--- config.mk ---
export PLATFORM = sky130hd
export DESIGN_NAME = isorff_ctrl
export DESIGN_NICKNAME = d
export VERILOG_FILES = /design/src/rtl/iso9660_root_file_finder_assert.svh /design/src/rtl/isorff_pkg.sv /design/src/rtl/isorff_ctrl.sv
export SDC_FILE = /design/constraint.sdc
export NUM_CORES = 1
export LEC_CHECK = 0
export ABC_CLOCK_PERIOD_IN_PS = 1400
export BUFFER_PORTS_ARGS = -buffer_cell sky130_fd_sc_hd__buf_4
export CAP_MARGIN = 30
export CORE_AREA = 2 2 39 41
export DETAILED_ROUTE_END_ITERATION = 10
export DIE_AREA = 0 0 41 43
export SETUP_SLACK_MARGIN = 0.05
export SYNTH_ARGS = -nofsm -noshare
export SYNTH_HDL_FRONTEND = slang
export SYNTH_SLANG_ARGS = --single-unit
--- constraint.sdc ---
create_clock -name clk -period 1.4 [get_ports clk]
set_clock_uncertainty 0.05 [all_clocks]
set_input_delay 0.35 -clock clk [delete_from_list [all_inputs] [get_ports clk]]
set_output_delay 0.35 -clock clk [all_outputs]
set_load 0.005 [all_outputs]
--- src/rtl/iso9660_root_file_finder_assert.svh ---
// Assertion macros for the root file finder.
// Needs clk and rst_n in the scope where a macro is used.
`ifndef ISO9660_ROOT_FILE_FINDER_ASSERT_SVH
`define ISO9660_ROOT_FILE_FINDER_ASSERT_SVH
`ifndef ASSERT_OFF
`define RFF_ASSERT_IMP(lbl, ante, cons, msg) \
  lbl: assert property (@(posedge clk) disable iff (!rst_n) (ante) |-> (cons)) \
    else $error(msg);
`define RFF_ASSERT_NEXT(lbl, ante, cons, msg) \
  lbl: assert property (@(posedge clk) disable iff (!rst_n) (ante) |=> (cons)) \
    else $error(msg);
`else
`define RFF_ASSERT_IMP(lbl, ante, cons, msg)
`define RFF_ASSERT_NEXT(lbl, ante, cons, msg)
`endif
`endif

--- src/rtl/isorff_pkg.sv ---
// Shared constants, types and the target name table of the root file finder.
// No dependencies.
package isorff_pkg;

  localparam int SECTOR_BYTES    = 2048;
  localparam int ADDR_W          = $clog2(SECTOR_BYTES);
  // Offsets can run past the sector end by up to one record length.
  localparam int OFF_W           = $clog2(SECTOR_BYTES + 256);

  localparam int REC_HDR_LEN     = 33;
  localparam int REC_FLAGS_POS   = 25;
  localparam int REC_NAMELEN_POS = 32;
  localparam int REC_EXTENT_POS  = 2;
  localparam int FLAG_DIR_BIT    = 1;
  localparam int TARGET_LEN      = 10;
  localparam int LBA_BYTES       = 4;
  localparam int IDX_W           = 4;

  typedef enum logic [2:0] {
    STOP_FOUND        = 3'd0,
    STOP_ZERO_LEN     = 3'd1,
    STOP_NAME_OVERRUN = 3'd2,
    STOP_SECTOR_END   = 3'd3,
    STOP_ZERO_ADDR    = 3'd4
  } stop_t;

  typedef enum logic [2:0] {
    RA_LEN,
    RA_FLAGS,
    RA_NLEN,
    RA_NAME,
    RA_LBA
  } rd_sel_t;

  typedef enum logic [2:0] {
    ST_LOAD,
    ST_REC,
    ST_LEN,
    ST_FLAGS,
    ST_NLEN,
    ST_NAME,
    ST_LBA
  } state_t;

  typedef struct packed {
    logic    load_wr;
    logic    off_clear;
    logic    off_advance;
    logic    len_ld;
    logic    flags_ld;
    logic    idx_clear;
    logic    idx_inc;
    logic    lba_shift;
    logic    finish;
    stop_t   reason;
    rd_sel_t rd_sel;
  } cmd_t;

  typedef struct packed {
    logic last_byte;
    logic out_pending;
    logic hdr_fits;
    logic len_zero;
    logic name_overrun;
    logic name_cand;
    logic name_match;
    logic name_last;
    logic lba_last;
    logic lba_nonzero;
  } status_t;

  // Bytes of "SYSTEM.CNF".
  function automatic logic [7:0] target_byte(input logic [IDX_W-1:0] idx);
    logic [7:0] b;
    case (idx)
      4'd0:    b = 8'h53;
      4'd1:    b = 8'h59;
      4'd2:    b = 8'h53;
      4'd3:    b = 8'h54;
      4'd4:    b = 8'h45;
      4'd5:    b = 8'h4D;
      4'd6:    b = 8'h2E;
      4'd7:    b = 8'h43;
      4'd8:    b = 8'h4E;
      4'd9:    b = 8'h46;
      default: b = 8'h00;
    endcase
    return b;
  endfunction

endpackage

--- src/rtl/isorff_ctrl.sv ---
// Controller: sequences sector loading and the directory record walk.
// Depends on isorff_pkg.
module isorff_ctrl
  import isorff_pkg::*;
(
  input  logic    clk,
  input  logic    rst_n,
  input  logic    in_valid,
  output logic    in_ready,
  input  status_t status,
  output cmd_t    cmd
);

  state_t state_r, state_nxt;

  always_ff @(posedge clk) begin
    if (!rst_n) begin
      state_r <= ST_LOAD;
    end else begin
      state_r <= state_nxt;
    end
  end

  always_comb begin
    state_nxt  = state_r;
    cmd        = '0;
    cmd.reason = STOP_SECTOR_END;
    cmd.rd_sel = RA_LEN;
    in_ready   = 1'b0;
    case (state_r)
      ST_LOAD: begin
        // The last byte waits until the previous result has been taken.
        in_ready = !(status.last_byte && status.out_pending);
        if (in_valid && in_ready) begin
          cmd.load_wr = 1'b1;
          if (status.last_byte) begin
            cmd.off_clear = 1'b1;
            state_nxt     = ST_REC;
          end
        end
      end
      ST_REC: begin
        if (!status.hdr_fits) begin
          cmd.finish = 1'b1;
          cmd.reason = STOP_SECTOR_END;
          state_nxt  = ST_LOAD;
        end else begin
          cmd.rd_sel = RA_LEN;
          state_nxt  = ST_LEN;
        end
      end
      ST_LEN: begin
        if (status.len_zero) begin
          cmd.finish = 1'b1;
          cmd.reason = STOP_ZERO_LEN;
          state_nxt  = ST_LOAD;
        end else begin
          cmd.len_ld = 1'b1;
          cmd.rd_sel = RA_FLAGS;
          state_nxt  = ST_FLAGS;
        end
      end
      ST_FLAGS: begin
        cmd.flags_ld = 1'b1;
        cmd.rd_sel   = RA_NLEN;
        state_nxt    = ST_NLEN;
      end
      ST_NLEN: begin
        if (status.name_overrun) begin
          cmd.finish = 1'b1;
          cmd.reason = STOP_NAME_OVERRUN;
          state_nxt  = ST_LOAD;
        end else if (status.name_cand) begin
          cmd.idx_clear = 1'b1;
          cmd.rd_sel    = RA_NAME;
          state_nxt     = ST_NAME;
        end else begin
          cmd.off_advance = 1'b1;
          state_nxt       = ST_REC;
        end
      end
      ST_NAME: begin
        if (!status.name_match) begin
          cmd.off_advance = 1'b1;
          state_nxt       = ST_REC;
        end else if (status.name_last) begin
          cmd.idx_clear = 1'b1;
          cmd.rd_sel    = RA_LBA;
          state_nxt     = ST_LBA;
        end else begin
          cmd.idx_inc = 1'b1;
          cmd.rd_sel  = RA_NAME;
        end
      end
      ST_LBA: begin
        cmd.lba_shift = 1'b1;
        if (status.lba_last) begin
          cmd.finish = 1'b1;
          cmd.reason = status.lba_nonzero ? STOP_FOUND : STOP_ZERO_ADDR;
          state_nxt  = ST_LOAD;
        end else begin
          cmd.idx_inc = 1'b1;
          cmd.rd_sel  = RA_LBA;
        end
      end
      default: begin
        state_nxt = ST_LOAD;
      end
    endcase
  end

endmodule

==> run metrics, run 1 <==
status=complete, but fails checks; failing checks=setup timing; vias per inst=5.01; area grow syn2layout=148%; die area=roughly 0.0018 mm^2; Worst VDD drop=0.384 mV; HPWL after DPL=1140 um; reg2reg setup slack=-30 ps; Post-DP Area=between 800 and 900 um^2; Sw Ratio=0.290; max incr delay on CP=roughly 400 ps; Post-synth EDFFs=0; DIE WIDTH=41 um; first-pass GRT wire length=roughly 2500 um; main combinational cell family by area after synthesis=simple AND/OR/NAND/NOR gates; largest net degree at the start of global routing=9; post-synthesis sequential area ratio=0.140; maximum net fanout on the critical path=8; Finished Cell Area=0.00107 mm^2; final wirelength=just under 2000 um; io pins=29; dominant synthesized flop cell=dfxtp_1; crit end category=primary output; initial core utilization=0.311; clock tree buffer depth=2; initial antenna violation count=0; Warnings, synthesis=0; startpoint types=flop; Port Buffers=28; Routed Antenna Nets=0; P_int=about 0.29 mW; register area=71.3 um^2; Synth Area in XOR/XNOR=0; total of max-cap violations=0; vias in the first global route=a little over 600; final setup violation count=17; layout cells sized above 1=0.724; Worst Tran Pin Value=434 ps; Post-CTS Hold Buffers=0; Critical Path AT=1370 ps; pwr dens=387 mW/mm^2; critical path data required time=1000 ps; clock-pin slew on the worst setup and hold paths=~40 ps; mean cell area of the mapped netlist=6.62 um^2; Design Power=around 0.41 mW; Inserted Diodes=0; top cells by area, synth=dfxtp_1 14%, nand2_1 7.8%, nor3b_1 7.0%, a21oi_1 5.8%, mux2_1 5.2%; CTS buffer count=3; Post-route DRC=0; post-synthesis cell type count=28; Mapped Nets=78; Via Count=~700; Total GRT Usage=0.213; Tightest Hold Check Type=input pin to flop; Root Driver=clkbuf_4; clock network fraction of design power=0.361; Core Footprint=roughly 0.0014 mm^2; setup_tns=-3870 ps; Gate power share=0.426; Period minus WS final=1770 ps; number of synthesized register bits=3; Switch Pwr=0.120 mW; CTS tree=done; H-tree levels=1; Synth Area in Compound Gates=0.270; cell taking the most area after synthesis=dfxtp_1; Top Registers=state_r (3); fin crit share=1.26; CTS Sinks=3; CP max-delay cell=nor3b_1; footprint of the multi-input gates=453 um^2; mux cell area share after synthesis=0.0756; crit path cell chain=nor3b_1, o21ai_2, inv_1, buf_4; Mapped Cells=65; top cells by count, synth=9 x nand2_1, 6 x nor2_1, 5 x a21oi_1, 5 x inv_1; RSZ-0062 raised after global routing=true; Largest register FFs=3; Pleak=roughly 0.53 nW; Post-synth ARST share=0; mapped cell area=around 430 um^2; Hold Fails Final Rpt=0; # rows=14; adder-cell area share of the yosys netlist=0; most frequent cell after synthesis=nand2_1; Final #Nets=137; relative slew slack=0.710; fill cell count=109; RePlAce Congestion=0.768; Yosys top cell area share=0.140; crit path kind=flop to primary output; Detailed Routing Iterations Pass 1=2; Largest Register=state_r; grt ovf=0; Synth Area in Simple Gates=0.419; Final WS setup=-370 ps; Fmax achieved=between 0.5 and 0.6 GHz; sequential share of power=0.213; final slew viol count=0; DRT iter0 DRCs=2; routed len/inst=14.0 um; clk_lat worst skew=roughly 230 ps; Die Ht=approximately 43 um
## layer usage
layer | vias to the layer above | global-route usage | wire length (um)
met2 | 14 | 0.344 | 1070
met3 | 4 | 0.0366 | 40
met1 | 334 | 0.248 | 800
li1 | 345 | - | -
met4 | 0 | 0.120 | 31
met5 | - | 0 | 0
## timing repair
action / CTS / global route
pin swaps: 10 / 10
setup endpoints to repair: 17 / 17
buffers inserted: 6 / 6
gates resized for setup: 23 / 20
## power by group through the flow
stage          combinational (mW)  sequential, mW  clock [mW]
2_1_floorplan              0.0447          0.0912           0
3_3_place_gp                0.124          0.0939           0
3_5_place_dp                0.125          0.0936           0
4_1_cts                     0.145          0.0893       0.158
5_1_grt                     0.187          0.0878       0.160
6_report                    0.176          0.0881       0.149
## worst max-delay path, delay by kind of cell (launching register included)
kind                   cells  cell delay (ps)
flip-flops                 1              380
AO/OA/AOI/OAI              1              150
buffers and inverters      2              210
AND/OR/NAND/NOR            1              400
## layout make-up
| class | instances | area share |
|---|---|---|
| well taps | 16 | 0.0188 |
| flip-flops and latches | 3 | 0.0668 |
| clock buffers | 4 | 0.0246 |
| repair buffers | 57 | 0.440 |
| inverters | 7 | 0.0258 |
| multi-input cells | 52 | 0.424 |
## cells in the final DEF (no fill, tap or decap), drive strengths merged
cell type,count
nand3,1
o21ai,5
a21boi,1
dfxtp,3
inv,6
nor4,1
nor3,2
nor3b,4
nor2b,2
nand2,9
mux2i,1
clkbuf,4
a21oi,5
nand2b,2
buf,57
clkinv,1
o311a,1
or4b,1
o21a,2
mux2,2
a31oi,1
o32ai,1
and4bb,1
nand3b,2
nor2,6
and2,1
a211oi,1
## stage by stage
stage | util | std cells | hold WS, ps | worst slack, ps
floorplan | - | 65 | 419 | 38.4
global placement | 0.581 | 125 | 576 | -140
detailed placement | 0.581 | 125 | 579 | -144
CTS | 0.692 | 135 | 329 | -303
global route | 0.771 | 139 | 333 | -410
finish | 0.771 | 139 | 341 | -370
## logic make-up after synthesis
kind of cell / Yosys count
flops: 3
mux: 3
buf+inv: 10
simple gates: 32
compound gates: 17
## worst paths after layout
path                    from          to  cells after the start
setup / recovery  state_r[1]      cmd[8]                      4
hold / removal         rst_n  state_r[2]                      2
setup reg to reg  state_r[0]  state_r[2]                      5
hold reg to reg   state_r[1]  state_r[0]                      4
Power figures use the tool's default switching activity.
==> inputs of run 2 (changes only) <==
--- a/config.mk
+++ b/config.mk
@@ -11,6 +11,7 @@
 export CORE_AREA = 2 2 39 41
 export DETAILED_ROUTE_END_ITERATION = 10
 export DIE_AREA = 0 0 41 43
+export PLACE_DENSITY = 0.64
 export SETUP_SLACK_MARGIN = 0.05
 export SYNTH_ARGS = -nofsm -noshare
 export SYNTH_HDL_FRONTEND = slang
==> run 2 against run 1 <==
- the flow still finishes with violations (setup timing)
- first-iteration DRC count rose to 5.0 times the previous value
- maximum frequency grew 2.9%
- sequential share of layout area fell by 0.32 points
- critical endpoint is now cmd[14]
- core utilization rose by 3.9 points
- sequential power up 2%
- combinational power grew 4%
- critical path type unchanged
- setup slack better by 49 ps
- largest cell class is now multi-input gates
- largest power group unchanged
==> run metrics, run 2 (synthesis gave the netlist of run 1 again) <==
startpoint types=flop (unchanged); delay-heaviest family, CP=flip-flops (was simple AND/OR/NAND/NOR gates); maximum net fanout on the critical path=5 (was 8); # rows=14 (unchanged); Post-DP Area=797 um^2 (was 805 um^2); final wirelength=2160 um (was 1940 um); Fmax achieved=0.581 GHz (was 0.565 GHz); pwr dens=375 mW/mm^2 (was 387 mW/mm^2); largest net degree at the start of global routing=10 (was 9); Period minus WS final=1720 ps (was 1770 ps); RePlAce Congestion=0.780 (was 0.768); clk_lat worst skew=230 ps (about the same); initial core utilization=0.311 (unchanged); non-filler cells, final=138 (was 139); Critical Path AT=1320 ps (was 1370 ps); DIE WIDTH=41 um (unchanged); register area=71.3 um^2 (unchanged); Largest register FFs=3 (unchanged); grt ovf=0 (unchanged); area grow syn2layout=160% (was 148%); io pins=29 (unchanged); layout cells sized above 1=0.779 (was 0.724); CTS tree=done (unchanged); CTS buffer count=3 (unchanged); Reg-to-Reg Start=state_r[0] (unchanged); crit path kind=flop to primary output (unchanged); Final WS setup=-321 ps (was -370 ps); Worst Tran Pin Value=257 ps (was 434 ps); Root Driver=clkbuf_4 (unchanged); Total GRT Usage=0.233 (was 0.213); relative slew slack=0.824 (was 0.710); Design Power=0.420 mW (was 0.413 mW); clock-pin slew on the worst setup and hold paths=30 ps (was 40 ps); reg2reg setup slack=-30 ps (about the same); Die Ht=43 um (unchanged); vias per inst=5.25 (was 5.01); Detailed Routing Iterations Pass 1=4 (was 2); setup_tns=-3890 ps (was -3870 ps); first-pass GRT wire length=2840 um (was 2510 um); Port Buffers=28 (unchanged); crit end category=primary output (unchanged); footprint of the multi-input gates=490 um^2 (was 453 um^2); DP Cell Count=124 (was 125); DRT iter0 DRCs=10 (was 2); routed len/inst=15.7 um (was 14.0 um); Routed Antenna Nets=0 (unchanged); clock tree buffer depth=2 (unchanged); most frequent cells in the layout=37 x buf_4, 18 x buf_6, 6 x nand2_1 (was 46 x buf_4, 11 x buf_6, 6 x nor2_1, 6 x nand2_1, 4 x a21oi_1); failing checks=setup timing (unchanged); CP startpoint=state_r[1] (unchanged); fill cell count=84 (was 109); Tightest Hold Check Type=input pin to flop (unchanged); HPWL after DPL=1250 um (was 1140 um); Worst VDD drop=0.432 mV (was 0.384 mV); max incr delay on CP=350 ps (was 400 ps); critical path data required time=1000 ps (about the same); Finished Cell Area=0.00112 mm^2 (was 0.00107 mm^2); initial antenna violation count=0 (unchanged); Top Registers=state_r (3) (unchanged); crit path cell chain=buf_6, nor3_4, a21boi_2, and2_1, buf_4 (was nor3b_1, o21ai_2, inv_1, buf_4); Final #Nets=136 (was 137); total of max-cap violations=0 (unchanged); vias in the first global route=724 (was 611); Pleak=0.535 nW (was 0.525 nW); status=complete, but fails checks (unchanged); Core Footprint=0.00138 mm^2 (unchanged); commonest non-fill, non-tap cell in the layout=buf_4 (unchanged); WP buf/inv=2 (unchanged); Final Util=0.810 (was 0.771); Inserted Diodes=0 (unchanged); min-delay src=rst_n (unchanged); CP max-delay cell=dfxtp_4 (was nor3b_1); final slew viol count=0 (unchanged); Via Count=725 (was 697); Hold Fails Final Rpt=0 (unchanged); RSZ-0062 raised after global routing=true (unchanged); CTS Sinks=3 (unchanged); die area=0.00176 mm^2 (unchanged); H-tree levels=1 (unchanged); Largest Register=state_r (unchanged); final setup violation count=18 (was 17); Post-route DRC=0 (unchanged); fin crit share=1.23 (was 1.26)
==> run 2: changes by cell type in the layout (fill, tap and decap cells not counted), sizes merged <==
cell  delta
buf      -1
==> run 2: power by group <==
group          internal [mW]  switching, mW
clock network          0.107         0.0413
registers             0.0837        0.00582
logic                  0.104         0.0794
==> run 2: path summary, 6_finish.rpt <==
path	cells after the start	end
setup / recovery	5	cmd[14]
hold / removal	2	state_r[2]
setup reg to reg	6	state_r[2]
hold reg to reg	4	state_r[0]
==> run 2: timing repair <==
item                       in CTS  in global routing
hold buffers                    0                  0
pin swaps                      11                 16
gates resized for setup        31                 29
setup endpoints to repair      18                 18
buffers inserted                5                  6
==> run 2: worst reg2reg max path: stages, from the launching register on <==
cell and delay (ps):
dfxtp_4 370, buf_6 130, buf_6 110, nand3b_1 120
clkinv_2 90, buf_6 120, o311a_1 310
==> run 2: per-stage QoR <==
| stage | setup WS [ps] | hold WS, ps |
|---|---|---|
| CTS | -316 | 321 |
| global placement | -136 | 581 |
| finish | -321 | 330 |
| detailed placement | -163 | 577 |
| global route | -369 | 333 |
| floorplan | 38.4 | 419 |
==> run 2: metal layers <==
metal  vias up  share of wire  track usage
li1        344              -            -
met1       357           0.41        0.268
met2        20           0.54        0.366
met3         4          0.031       0.0628
met4         0          0.015        0.133
met5         -              0            0
==> run 2: final cells by class <==
cell class,count,share of cell area
inverters,7,0.0246
multi-input cells,52,0.437
repair buffers,56,0.433
flip-flops and latches,3,0.0636
clock buffers,4,0.0234
well taps,16,0.0179
==> inputs of run 3 (changes only) <==
--- a/config.mk
+++ b/config.mk
@@ -12,6 +12,7 @@
 export DETAILED_ROUTE_END_ITERATION = 10
 export DIE_AREA = 0 0 41 43
 export PLACE_DENSITY = 0.64
+export REMOVE_ABC_BUFFERS = 1
 export SETUP_SLACK_MARGIN = 0.05
 export SYNTH_ARGS = -nofsm -noshare
 export SYNTH_HDL_FRONTEND = slang
==> run 3 against run 2 <==
- the run still ends with setup timing left
- design area down 7.4%
- flip-flop and latch count unchanged
- wire length down 15%
- clock power up 9%
- final cell count down 3.6%
- maximum frequency about the same
- core utilization down 6.0 points
- register-to-register slack worse by 90 ps
- hold slack worse by 5.3 ps
- non-clock buffer count down 5
- global-route usage down 3.5 points
- clock-buffer cell count unchanged
- critical path type unchanged
==> run metrics, run 3 (synthesis gave the netlist of run 1 again) <==
status=complete, but fails checks (unchanged); failing checks=setup timing (unchanged); H-tree levels=1 (unchanged); layout cells sized above 1=0.735 (was 0.779); initial core utilization=0.311 (unchanged); crit end category=primary output (unchanged); DRT iter0 DRCs=12 (was 10); Total GRT Usage=0.198 (was 0.233); setup_tns=-4120 ps (was -3890 ps); most frequent cells in the layout=39 x buf_4, 11 x buf_6, 6 x nand2_1 (was 37 x buf_4, 18 x buf_6, 6 x nand2_1); startpoint types=flop (unchanged); Largest Register=state_r (unchanged); crit path cell chain=or4b_4, inv_1, buf_4 (was buf_6, nor3_4, a21boi_2, and2_1, buf_4); final setup violation count=17 (was 18); Routed Antenna Nets=0 (unchanged); maximum net fanout on the critical path=7 (was 5); pwr dens=409 mW/mm^2 (was 375 mW/mm^2); Detailed Routing Iterations Pass 1=4 (unchanged); Root Driver=clkbuf_4 (unchanged); max incr delay on CP=520 ps (was 350 ps); min-delay src=rst_n (unchanged); Design Power=0.425 mW (was 0.420 mW); DP Cell Count=121 (was 124); hold_ws=324 ps (was 330 ps); commonest non-fill, non-tap cell in the layout=buf_4 (unchanged); Worst VDD drop=0.306 mV (was 0.432 mV); clock network fraction of design power=0.379 (was 0.352); Die Ht=43 um (unchanged); Pleak=0.501 nW (was 0.535 nW); Worst Tran Pin Value=187 ps (was 257 ps); Switch Pwr=0.132 mW (was 0.127 mW); Final #Nets=131 (was 136); sequential share of power=0.216 (was 0.213); Reg-to-Reg Start=state_r[0] (unchanged); clock tree buffer depth=2 (unchanged); fin crit share=1.23 (about the same); worst slack at placement=-176 ps (was -163 ps); Critical Path AT=1320 ps (about the same); largest net degree at the start of global routing=10 (unchanged); routed len/inst=13.8 um (was 15.7 um); Fmax achieved=0.581 GHz (about the same); clk_lat worst skew=250 ps (was 230 ps); delay-heaviest family, CP=simple AND/OR/NAND/NOR gates (was flip-flops); clock-pin slew on the worst setup and hold paths=40 ps (was 30 ps); DIE WIDTH=41 um (unchanged); CTS buffer count=3 (unchanged); crit path kind=flop to primary output (unchanged); Via Count=694 (was 725); first-pass GRT wire length=2440 um (was 2840 um); initial antenna violation count=0 (unchanged); RePlAce Congestion=0.814 (was 0.780); vias in the first global route=617 (was 724); CP startpoint=state_r[0] (was state_r[1]); io pins=29 (unchanged); P_int=0.293 mW (was 0.294 mW); vias per inst=5.22 (was 5.25); total of max-cap violations=0 (unchanged); relative slew slack=0.872 (was 0.824); final wirelength=1840 um (was 2160 um); Post-route DRC=0 (unchanged); reg2reg setup slack=-120 ps (was -30 ps); HPWL after DPL=1130 um (was 1250 um); Port Buffers=28 (unchanged); grt ovf=0 (unchanged); Finished Cell Area=0.00104 mm^2 (was 0.00112 mm^2); Top Registers=state_r (3) (unchanged); WP buf/inv=2 (unchanged); # rows=14 (unchanged); Sw Ratio=0.311 (was 0.301); CP max-delay cell=or4b_4 (was dfxtp_4); area grow syn2layout=141% (was 160%); CTS Sinks=3 (unchanged); Post-DP Area=758 um^2 (was 797 um^2); non-filler cells, final=133 (was 138); Inserted Diodes=0 (unchanged); Tightest Hold Check Type=input pin to flop (unchanged); critical path data required time=1000 ps (about the same); Final WS setup=-322 ps (was -321 ps); CTS tree=done (unchanged); die area=0.00176 mm^2 (unchanged); RSZ-0062 raised after global routing=true (unchanged); Largest register FFs=3 (unchanged); Core Footprint=0.00138 mm^2 (unchanged); Gate power share=0.405 (was 0.435); Final Util=0.750 (was 0.810); Hold Fails Final Rpt=0 (unchanged); Period minus WS final=1720 ps (about the same); final slew viol count=0 (unchanged)
[run 3: worst paths after layout]
kind / endpoint / depth (start not counted)
setup reg to reg: state_r[1] / 6
hold reg to reg: state_r[2] / 3
hold / removal: state_r[2] / 2
setup / recovery: cmd[11] / 3
[run 3: cell type report]
class	instances	area, um^2
well taps	16	20.0
flip-flops and latches	3	68.8
fillers	98	345
repair buffers	51	432
clock buffers	4	26.3
inverters	7	27.5
multi-input cells	52	464
[run 3: power groups by stage]
| stage | clock, mW | sequential, mW | combinational [mW] |
|---|---|---|---|
| floorplan | 0 | 0.0947 | 0.0364 |
| global placement | 0 | 0.0948 | 0.112 |
| detailed placement | 0 | 0.0949 | 0.114 |
| CTS | 0.157 | 0.0909 | 0.139 |
| global route | 0.173 | 0.0915 | 0.182 |
| finish | 0.161 | 0.0915 | 0.172 |
[run 3: layer usage]
metal  global-route usage  share of wire  up-vias
li1                     -              -      332
met1                0.230           0.41      339
met2                0.356           0.54       21
met3                    0          0.037        2
met4               0.0800          0.014        0
met5                    0              0        -
[run 3: worst register-to-register path: cells and delay by family, from the launching register on]
family / cells / cell delay [ps]
compound gates: 2 / 140
buf+inv: 2 / 260
simple gates: 2 / 600
flops: 1 / 380
[run 3: what timing repair did]
item / in CTS / in global routing
resized for setup: 32 / 22
hold endpoints to repair: 0 / 0
pin swaps: 7 / 14
endpoints found under the setup margin: 19 / 18
buffers inserted: 5 / 4
hold buffers: 0 / 0
